--- src/rtl/assert_macros.svh ---
// ----------------------------------------------------------------------------
// assertion macros
// shared concurrent assertion forms for the rtl
// ----------------------------------------------------------------------------
`ifndef ASSERT_MACROS_SVH
`define ASSERT_MACROS_SVH

// antecedent implies consequent in the same cycle
`define M4_ASSERT_IMP(label, clk, rst_n, ante, cons) \
    label: assert property (@(posedge clk) disable iff (!(rst_n)) (ante) |-> (cons)) \
        else $error("assertion failed");

// antecedent implies consequent in the next cycle
`define M4_ASSERT_NEXT(label, clk, rst_n, ante, cons) \
    label: assert property (@(posedge clk) disable iff (!(rst_n)) (ante) |=> (cons)) \
        else $error("assertion failed");

`endif

--- src/rtl/m4inv_pkg.sv ---
// ----------------------------------------------------------------------------
// m4inv_pkg
// types, constants and helpers shared by the 4x4 inverse controller and datapath
// ----------------------------------------------------------------------------
`default_nettype none

package m4inv_pkg;

    localparam int FRAC_BITS = 16;
    localparam int NUM_W     = 64 + FRAC_BITS;

    localparam logic [63:0] S64_MAX = 64'h7fff_ffff_ffff_ffff;
    localparam logic [63:0] S64_MIN = 64'h8000_0000_0000_0000;
    localparam logic [31:0] S32_MAX = 32'h7fff_ffff;
    localparam logic [31:0] S32_MIN = 32'h8000_0000;

    typedef enum logic [4:0] {
        S_LOAD, S_RA, S_RB, S_RC, S_ML, S_MH, S_FN, S_XB, S_ACC, S_WMIN,
        S_DRA, S_DLD, S_DDONE, S_DIVLD, S_DCHK, S_DIT, S_DFIN, S_OUT
    } t_state;

    typedef enum logic [1:0] {MD_MUL1, MD_MUL2, MD_DET} t_mode;

    typedef enum logic [1:0] {XS_NONE, XS_RD, XS_T, XS_MINOR} t_xsel;

    typedef enum logic [1:0] {ACC_HOLD, ACC_ADD, ACC_SUB, ACC_CLR} t_accop;

    typedef struct packed {
        logic       wr_en;
        logic [3:0] wr_addr;
        logic       rd_en;
        logic [3:0] rd_addr;
        t_xsel      x_sel;
        logic       b_ld;
        logic       mul_lo;
        logic       mul_hi;
        logic       fin;
        t_accop     acc_op;
        logic       sat_minor;
        logic [3:0] minor_idx;
        logic       minor_wr;
        logic       det_ld;
        logic       div_ld;
        logic       flip;
        logic       div_chk;
        logic       div_it;
        logic       div_fin;
        logic       out_sing;
        logic       last;
    } t_cmd;

    typedef struct packed {
        logic det_zero;
    } t_stat;

    // position within the 3x3 minor of operand j of product term t
    function automatic logic [3:0] term_k(input logic [2:0] t, input logic [1:0] j);
        logic [3:0] k;
        unique case (t)
            3'd0:    k = (j == 2'd0) ? 4'd0 : (j == 2'd1) ? 4'd4 : 4'd8;
            3'd1:    k = (j == 2'd0) ? 4'd1 : (j == 2'd1) ? 4'd5 : 4'd6;
            3'd2:    k = (j == 2'd0) ? 4'd2 : (j == 2'd1) ? 4'd3 : 4'd7;
            3'd3:    k = (j == 2'd0) ? 4'd2 : (j == 2'd1) ? 4'd4 : 4'd6;
            3'd4:    k = (j == 2'd0) ? 4'd1 : (j == 2'd1) ? 4'd3 : 4'd8;
            3'd5:    k = (j == 2'd0) ? 4'd0 : (j == 2'd1) ? 4'd5 : 4'd7;
            default: k = 4'd0;
        endcase
        return k;
    endfunction

    // store address of operand j of term t of the minor without row dr, column dc
    function automatic logic [3:0] term_addr(input logic [1:0] dr, input logic [1:0] dc,
                                             input logic [2:0] t, input logic [1:0] j);
        logic [3:0] k;
        logic [1:0] ri;
        logic [1:0] ci;
        logic [1:0] row;
        logic [1:0] col;
        k = term_k(t, j);
        unique case (k)
            4'd0:    begin ri = 2'd0; ci = 2'd0; end
            4'd1:    begin ri = 2'd0; ci = 2'd1; end
            4'd2:    begin ri = 2'd0; ci = 2'd2; end
            4'd3:    begin ri = 2'd1; ci = 2'd0; end
            4'd4:    begin ri = 2'd1; ci = 2'd1; end
            4'd5:    begin ri = 2'd1; ci = 2'd2; end
            4'd6:    begin ri = 2'd2; ci = 2'd0; end
            4'd7:    begin ri = 2'd2; ci = 2'd1; end
            4'd8:    begin ri = 2'd2; ci = 2'd2; end
            default: begin ri = 2'd0; ci = 2'd0; end
        endcase
        row = (ri >= dr) ? ri + 2'd1 : ri;
        col = (ci >= dc) ? ci + 2'd1 : ci;
        return {row, col};
    endfunction

endpackage

`default_nettype wire

--- src/rtl/m4inv_ctrl.sv ---
// ----------------------------------------------------------------------------
// m4inv_ctrl
// sequencer for loading, minors, determinant, division and result beats
// ----------------------------------------------------------------------------
`default_nettype none

`include "assert_macros.svh"

module m4inv_ctrl import m4inv_pkg::*; (
    input  wire logic  i_clk,
    input  wire logic  i_rst_n,
    input  wire logic  i_valid,
    output logic       o_stall,
    output logic       o_valid,
    input  wire logic  i_stall,
    input  wire t_stat i_stat,
    output t_cmd       o_cmd
);

    t_state     r_state, n_state;
    t_mode      r_mode, n_mode;
    logic [3:0] r_cnt, n_cnt;
    logic [3:0] r_mi, n_mi;
    logic [2:0] r_term, n_term;
    logic [4:0] r_it, n_it;

    logic store_free;
    logic in_acc;

    always_comb begin
        store_free = (r_state == S_LOAD) || (r_state == S_DDONE) || (r_state == S_DIVLD)
                  || (r_state == S_DCHK) || (r_state == S_DIT) || (r_state == S_DFIN)
                  || (r_state == S_OUT);
        o_stall    = !(store_free && ((r_cnt != 4'd15) || (r_state == S_LOAD)));
        in_acc     = i_valid && !o_stall;
        o_valid    = r_state == S_OUT;
    end

    always_comb begin
        n_state = r_state;
        n_mode  = r_mode;
        n_cnt   = in_acc ? r_cnt + 4'd1 : r_cnt;
        n_mi    = r_mi;
        n_term  = r_term;
        n_it    = r_it;
        unique case (r_state)
            S_LOAD: begin
                if (in_acc && (r_cnt == 4'd15)) begin
                    n_state = S_RA;
                    n_mi    = 4'd0;
                    n_term  = 3'd0;
                    n_mode  = MD_MUL1;
                end
            end
            S_RA: n_state = S_RB;
            S_RB: n_state = S_RC;
            S_RC: n_state = S_ML;
            S_ML: n_state = S_MH;
            S_MH: n_state = S_FN;
            S_FN: n_state = (r_mode == MD_MUL1) ? S_XB : S_ACC;
            S_XB: begin
                n_mode  = MD_MUL2;
                n_state = S_ML;
            end
            S_ACC: begin
                if (r_mode == MD_DET) begin
                    if (r_mi[1:0] == 2'd3) begin
                        n_state = S_DDONE;
                    end else begin
                        n_mi    = r_mi + 4'd1;
                        n_state = S_DRA;
                    end
                end else if (r_term == 3'd5) begin
                    n_state = S_WMIN;
                end else begin
                    n_term  = r_term + 3'd1;
                    n_mode  = MD_MUL1;
                    n_state = S_RA;
                end
            end
            S_WMIN: begin
                if (r_mi == 4'd15) begin
                    n_mi    = 4'd0;
                    n_mode  = MD_DET;
                    n_state = S_DRA;
                end else begin
                    n_mi    = r_mi + 4'd1;
                    n_term  = 3'd0;
                    n_mode  = MD_MUL1;
                    n_state = S_RA;
                end
            end
            S_DRA: n_state = S_DLD;
            S_DLD: n_state = S_ML;
            S_DDONE: begin
                n_mi    = 4'd0;
                n_state = S_DIVLD;
            end
            S_DIVLD: n_state = i_stat.det_zero ? S_OUT : S_DCHK;
            S_DCHK: begin
                n_it    = 5'd0;
                n_state = S_DIT;
            end
            S_DIT: begin
                if (r_it == 5'd31) begin
                    n_state = S_DFIN;
                end else begin
                    n_it = r_it + 5'd1;
                end
            end
            S_DFIN: n_state = S_OUT;
            S_OUT: begin
                if (!i_stall) begin
                    if (r_mi == 4'd15) begin
                        n_state = S_LOAD;
                    end else begin
                        n_mi    = r_mi + 4'd1;
                        n_state = S_DIVLD;
                    end
                end
            end
            default: n_state = S_LOAD;
        endcase
    end

    always_comb begin
        o_cmd         = '0;
        o_cmd.wr_en   = in_acc;
        o_cmd.wr_addr = r_cnt;
        unique case (r_state)
            S_LOAD: o_cmd.acc_op = ACC_CLR;
            S_RA: begin
                o_cmd.rd_en   = 1'b1;
                o_cmd.rd_addr = term_addr(r_mi[3:2], r_mi[1:0], r_term, 2'd0);
            end
            S_RB: begin
                o_cmd.rd_en   = 1'b1;
                o_cmd.rd_addr = term_addr(r_mi[3:2], r_mi[1:0], r_term, 2'd1);
                o_cmd.x_sel   = XS_RD;
            end
            S_RC: begin
                o_cmd.rd_en   = 1'b1;
                o_cmd.rd_addr = term_addr(r_mi[3:2], r_mi[1:0], r_term, 2'd2);
                o_cmd.b_ld    = 1'b1;
            end
            S_ML: o_cmd.mul_lo = 1'b1;
            S_MH: o_cmd.mul_hi = 1'b1;
            S_FN: o_cmd.fin    = 1'b1;
            S_XB: begin
                o_cmd.x_sel = XS_T;
                o_cmd.b_ld  = 1'b1;
            end
            S_ACC: begin
                if (r_mode == MD_DET) begin
                    o_cmd.acc_op = r_mi[0] ? ACC_SUB : ACC_ADD;
                end else begin
                    o_cmd.acc_op = (r_term < 3'd3) ? ACC_ADD : ACC_SUB;
                end
            end
            S_WMIN: begin
                o_cmd.minor_wr  = 1'b1;
                o_cmd.minor_idx = r_mi;
                o_cmd.acc_op    = ACC_CLR;
            end
            S_DRA: begin
                o_cmd.rd_en   = 1'b1;
                o_cmd.rd_addr = {r_mi[1:0], 2'b00};
            end
            S_DLD: begin
                o_cmd.b_ld      = 1'b1;
                o_cmd.x_sel     = XS_MINOR;
                o_cmd.minor_idx = {r_mi[1:0], 2'b00};
                o_cmd.sat_minor = 1'b1;
            end
            S_DDONE: o_cmd.det_ld = 1'b1;
            S_DIVLD: begin
                o_cmd.minor_idx = {r_mi[1:0], r_mi[3:2]};
                o_cmd.flip      = r_mi[0] ^ r_mi[2];
                o_cmd.last      = r_mi == 4'd15;
                if (i_stat.det_zero) begin
                    o_cmd.out_sing = 1'b1;
                end else begin
                    o_cmd.div_ld = 1'b1;
                end
            end
            S_DCHK: o_cmd.div_chk = 1'b1;
            S_DIT:  o_cmd.div_it  = 1'b1;
            S_DFIN: begin
                o_cmd.div_fin = 1'b1;
                o_cmd.last    = r_mi == 4'd15;
            end
            S_OUT: ;
            default: ;
        endcase
    end

    always_ff @(posedge i_clk) begin
        if (!i_rst_n) begin
            r_state <= S_LOAD;
            r_mode  <= MD_MUL1;
            r_cnt   <= 4'd0;
            r_mi    <= 4'd0;
            r_term  <= 3'd0;
            r_it    <= 5'd0;
        end else begin
            r_state <= n_state;
            r_mode  <= n_mode;
            r_cnt   <= n_cnt;
            r_mi    <= n_mi;
            r_term  <= n_term;
            r_it    <= n_it;
        end
    end

    `M4_ASSERT_IMP(a_rd_no_wr, i_clk, i_rst_n, o_cmd.rd_en, !o_cmd.wr_en)
    `M4_ASSERT_IMP(a_start_idle, i_clk, i_rst_n, o_cmd.wr_en && (r_cnt == 4'd15), r_state == S_LOAD)
    `M4_ASSERT_NEXT(a_out_hold, i_clk, i_rst_n, (r_state == S_OUT) && i_stall, (r_state == S_OUT) && $stable(r_mi))

endmodule

`default_nettype wire
--- config.mk ---
export PLATFORM = sky130hd
export DESIGN_NAME = m4inv_ctrl
export DESIGN_NICKNAME = d
export VERILOG_FILES = /design/src/rtl/m4inv_pkg.sv /design/src/rtl/m4inv_ctrl.sv
export VERILOG_INCLUDE_DIRS = /design/src /design/src/rtl
export SDC_FILE = /design/constraint.sdc
export NUM_CORES = 1
export LEC_CHECK = 0
export BUFFER_PORTS_ARGS = -buffer_cell sky130_fd_sc_hd__buf_2
export CORE_MARGIN = 1
export CORE_UTILIZATION = 40
export DETAILED_ROUTE_END_ITERATION = 8
export GPL_TIMING_DRIVEN = 0
export HOLD_SLACK_MARGIN = 0.03
export PLACE_DENSITY = 0.57
export RECOVER_POWER = 100
export SLEW_MARGIN = 5
export SYNTH_ARGS = -nofsm -noshare
export SYNTH_HDL_FRONTEND = slang
export SYNTH_SLANG_ARGS = --single-unit
--- constraint.sdc ---
create_clock -name i_clk -period 7 [get_ports i_clk]
set_input_delay 0.35 -clock i_clk [delete_from_list [all_inputs] [get_ports i_clk]]
set_output_delay 0.35 -clock i_clk [all_outputs]
set_load 0.03 [all_outputs]
==> reports/results.txt <==
Overall power -> 0.233 mW
Storage cell area -> 460 um^2
Std cell rows -> 27
RR Endpoint -> r_state[3]
Critical Path Start Type -> flop
EDFF count, synth -> 0
Vias -> 2,510
Hold depth -> 2
Post-synthesis cell area -> 0.00240 mm^2
Worst R2R Start -> r_state[1]
Worst Hold Margin -> 523 ps
Post-Syn Nets -> 353
Fillers -> 612
Area share of fa/ha/maj cells after synthesis -> 11.9%
WP data arrival -> 3210 ps
First-pass GRT wire length -> 11,600 um
Crit path max-delay cell type -> dfxtp_1
Post-CTS Resized -> 0
Endpoint class of the critical path -> output port
Slew headroom -> 34.3%
Area occupied by multi-input gates -> 0.00170 mm^2
Vias in the first global route -> 2,270
Antenna violations before repair -> 0
Crit-path cells -> inv_1 -> ha_1 -> clkbuf_1 -> nand2_1 -> o21ai_0 -> ha_1 -> inv_1 -> ha_1 -> inv_1 -> a21oi_1 -> ha_1 -> a222oi_1 -> o21ai_0 -> clkbuf_1
Type of the worst min-delay path -> reg2reg
Area delta synth->final -> 11.0%
CTS clk-pin slew, worst paths -> 90 ps
Endpoints failing hold -> 0
Critical path type -> reg2out
Setup Buffers After CTS -> 0
Clock buffer depth -> 2
Skew-Pair Late Insertion Delay -> 280 ps
Slew at the pin closest to its max-slew limit -> 978 ps
Max FO, Critical Path -> 8
CTS tree -> done
CTS Hold Bufs -> 0
Asr flop ratio synth -> 0%
Die height -> 79.5 um
Total clock sinks -> 23
Pins over their slew limit -> 0
Yosys reg bits -> 23
HP Start -> r_cnt[3]
Final antenna-violating net count -> 0
Post-synthesis area per instance -> 7.36 um^2
Combinational family with the most area after synthesis -> simple AND/OR/NAND/NOR gates
Setup tns final -> 0 ps
Mux contribution to synthesized area -> 3.86%
Starting density of the core -> 42.5%
Total of max-cap violations -> 0
I/O pin cnt -> 39
Die area -> 0.00631 mm^2
Total global routing overflow -> 0
Register-to-register setup slack -> 4590 ps
P_leak -> 1.01 nW
RSZ-0062 raised after global routing -> false
Max Clock Skew -> 7.52 ps
Num CTS Buffers -> 3
Compound-Gate Fraction of Synth Area -> 24.9%
Post-Synth XOR/XNOR Area -> 2.92%
Post-Route WL -> 7020 um
Worst endpoint required time -> 6650 ps
Cells after Synth -> 326
Area of the core -> 0.00564 mm^2
Dominant cell type by count on the critical path -> ha_1
Status -> complete, no violations
Minimum clock period -> 3560 ps
Fin nets -> 395
DR WL/cell -> 16.0 um
FF-to-FF path depth -> 6
GP Congestion -> 0.938
Finish-stage setup viols -> 0
PD cells -> 87.3 mW/mm^2
Number of distinct library cells after synthesis -> 59
Final period util -> 50.9%
Die X -> 79.5 um
DRC errors left -> 0
DP HPWL -> 5440 um
# port buffers -> 37
GRT Total Usage -> 23.5%
Max VDD drop -> 0.0705 mV
Routed vias/inst -> 5.72
Largest net degree at the start of global routing -> 14
Share of cells above drive strength 1 -> 7.90%
Antenna Cells -> 0
Initial DRT Pass Iterations -> 6
Peak Freq -> 281 MHz
Hold EP -> r_cnt[3]
Htree depth -> 1
Root buf cell -> clkbuf_8
Sequential share of the synthesized area -> 19.2%
Yosys warns -> 0
Most common flop cell mapped by yosys -> dfxtp_1
Max stage delay on crit path -> 480 ps
Initial drt markers -> 171
Simple-gate share of the synthesized area -> 27.8%
==> cell type report <==
class	count	share of cell area, %
multi-input combinational	257	63.7
buffer	22	5.03
tap	72	3.38
clock buffer	3	1.55
timing repair buffer	37	5.50
sequential	23	17.3
inverter	24	3.38
clock inverter	1	0.188
==> cell usage in the layout, fill, tap and decap left out, drive strengths merged, types with 3 or more instances in the layout <==
| cell | instances |
|---|---|
| nor3 | 10 |
| or3 | 7 |
| o21ai | 25 |
| o22a | 3 |
| clkbuf | 44 |
| nand2 | 28 |
| a22oi | 3 |
| o211ai | 3 |
| xnor2 | 5 |
| nor4 | 4 |
| xor2 | 3 |
| and2 | 5 |
| nand4 | 4 |
| inv | 24 |
| nand2b | 12 |
| and3 | 5 |
| o31ai | 3 |
| nor2 | 31 |
| a21o | 4 |
| nand3 | 11 |
| mux2i | 7 |
| a31oi | 5 |
| a21oi | 22 |
| dfxtp | 23 |
| ha | 22 |
| buf | 18 |
==> state kept, by name, indices dropped and copies added (netlist names) <==
register,cells
r_state,5
r_mode,2
r_mi,4
r_cnt,4
r_it,5
r_term,3
==> where the power goes <==
group / switching [mW] / internal (mW) / total [mW]
clock: 0.0461 / 0.0399 / 0.0860
combinational: 0.00941 / 0.00371 / 0.0131
sequential: 0.00155 / 0.132 / 0.134
total: 0.0570 / 0.176 / 0.233
==> Yosys cell counts (5+ instances only) <==
library cell  number  area, um^2
nor3_1             9        45.0
and2_1             5        31.3
mux2i_1            7        70.1
o21ai_0           24         120
xnor2_1            5        43.8
buf_2              6        30.0
a21oi_1           22         110
ha_1              22         275
or3_1              6        37.5
a31oi_1            5        31.3
clkbuf_1           8        30.0
dfxtp_1           23         460
inv_1             24        90.1
nand2b_1          12        75.1
and3_1             5        31.3
nor2_1            31         116
nand2_1           28         105
buf_6              5        56.3
nand3_1           10        50.1
==> routing by layer <==
layer  global-route usage, %  share of wire [%]  up-vias
met2                    36.7                 44      100
met1                    32.7                 47     1136
li1                        -                  -     1260
met5                       0                  0        -
met3                    2.97                6.3       14
met4                    8.73                2.4        0
==> worst max-delay path, delay by kind of cell (launching register included) <==
kind,cells,cell delay [ps]
DFF,1,480
adders and majority gates,4,990
and+or+nand+nor,1,120
buffers and inverters,5,670
AOI/OAI and AO/OA,4,690
==> metrics by stage <==
| step | setup WS [ps] | cell area, um^2 | instances | util [%] |
|---|---|---|---|---|
| 4_1_cts | 3470 | 2720 | 439 | 48.2 |
| 2_1_floorplan | 4060 | 2400 | 326 | - |
| 6_report | 3440 | 2660 | 439 | 47.2 |
| 3_5_place_dp | 3790 | 2680 | 435 | 47.4 |
| 3_3_place_gp | 3800 | 2680 | 435 | 47.4 |
| 5_1_grt | 3090 | 2660 | 439 | 47.2 |
==> how the worst max path moves through the flow <==
stage | from | endpoint | cells after the start
4_1_cts | r_term[0] | o_cmd[24] | 14
5_1_grt | r_term[0] | o_cmd[24] | 14
3_3_place_gp | r_term[1] | o_cmd[24] | 13
6_report | r_term[0] | o_cmd[24] | 14
3_5_place_dp | r_term[0] | o_cmd[24] | 14
2_1_floorplan | r_term[0] | o_cmd[24] | 13
==> logic make-up after synthesis <==
kind of cell | Yosys count
buffers and inverters | 46
flip-flops | 23
AND/OR/NAND/NOR | 126
multiplexers | 9
adder cells (fa/ha/maj) | 23
XOR/XNOR | 8
AO/OA/AOI/OAI | 91
(Power assumes the default switching activity.)
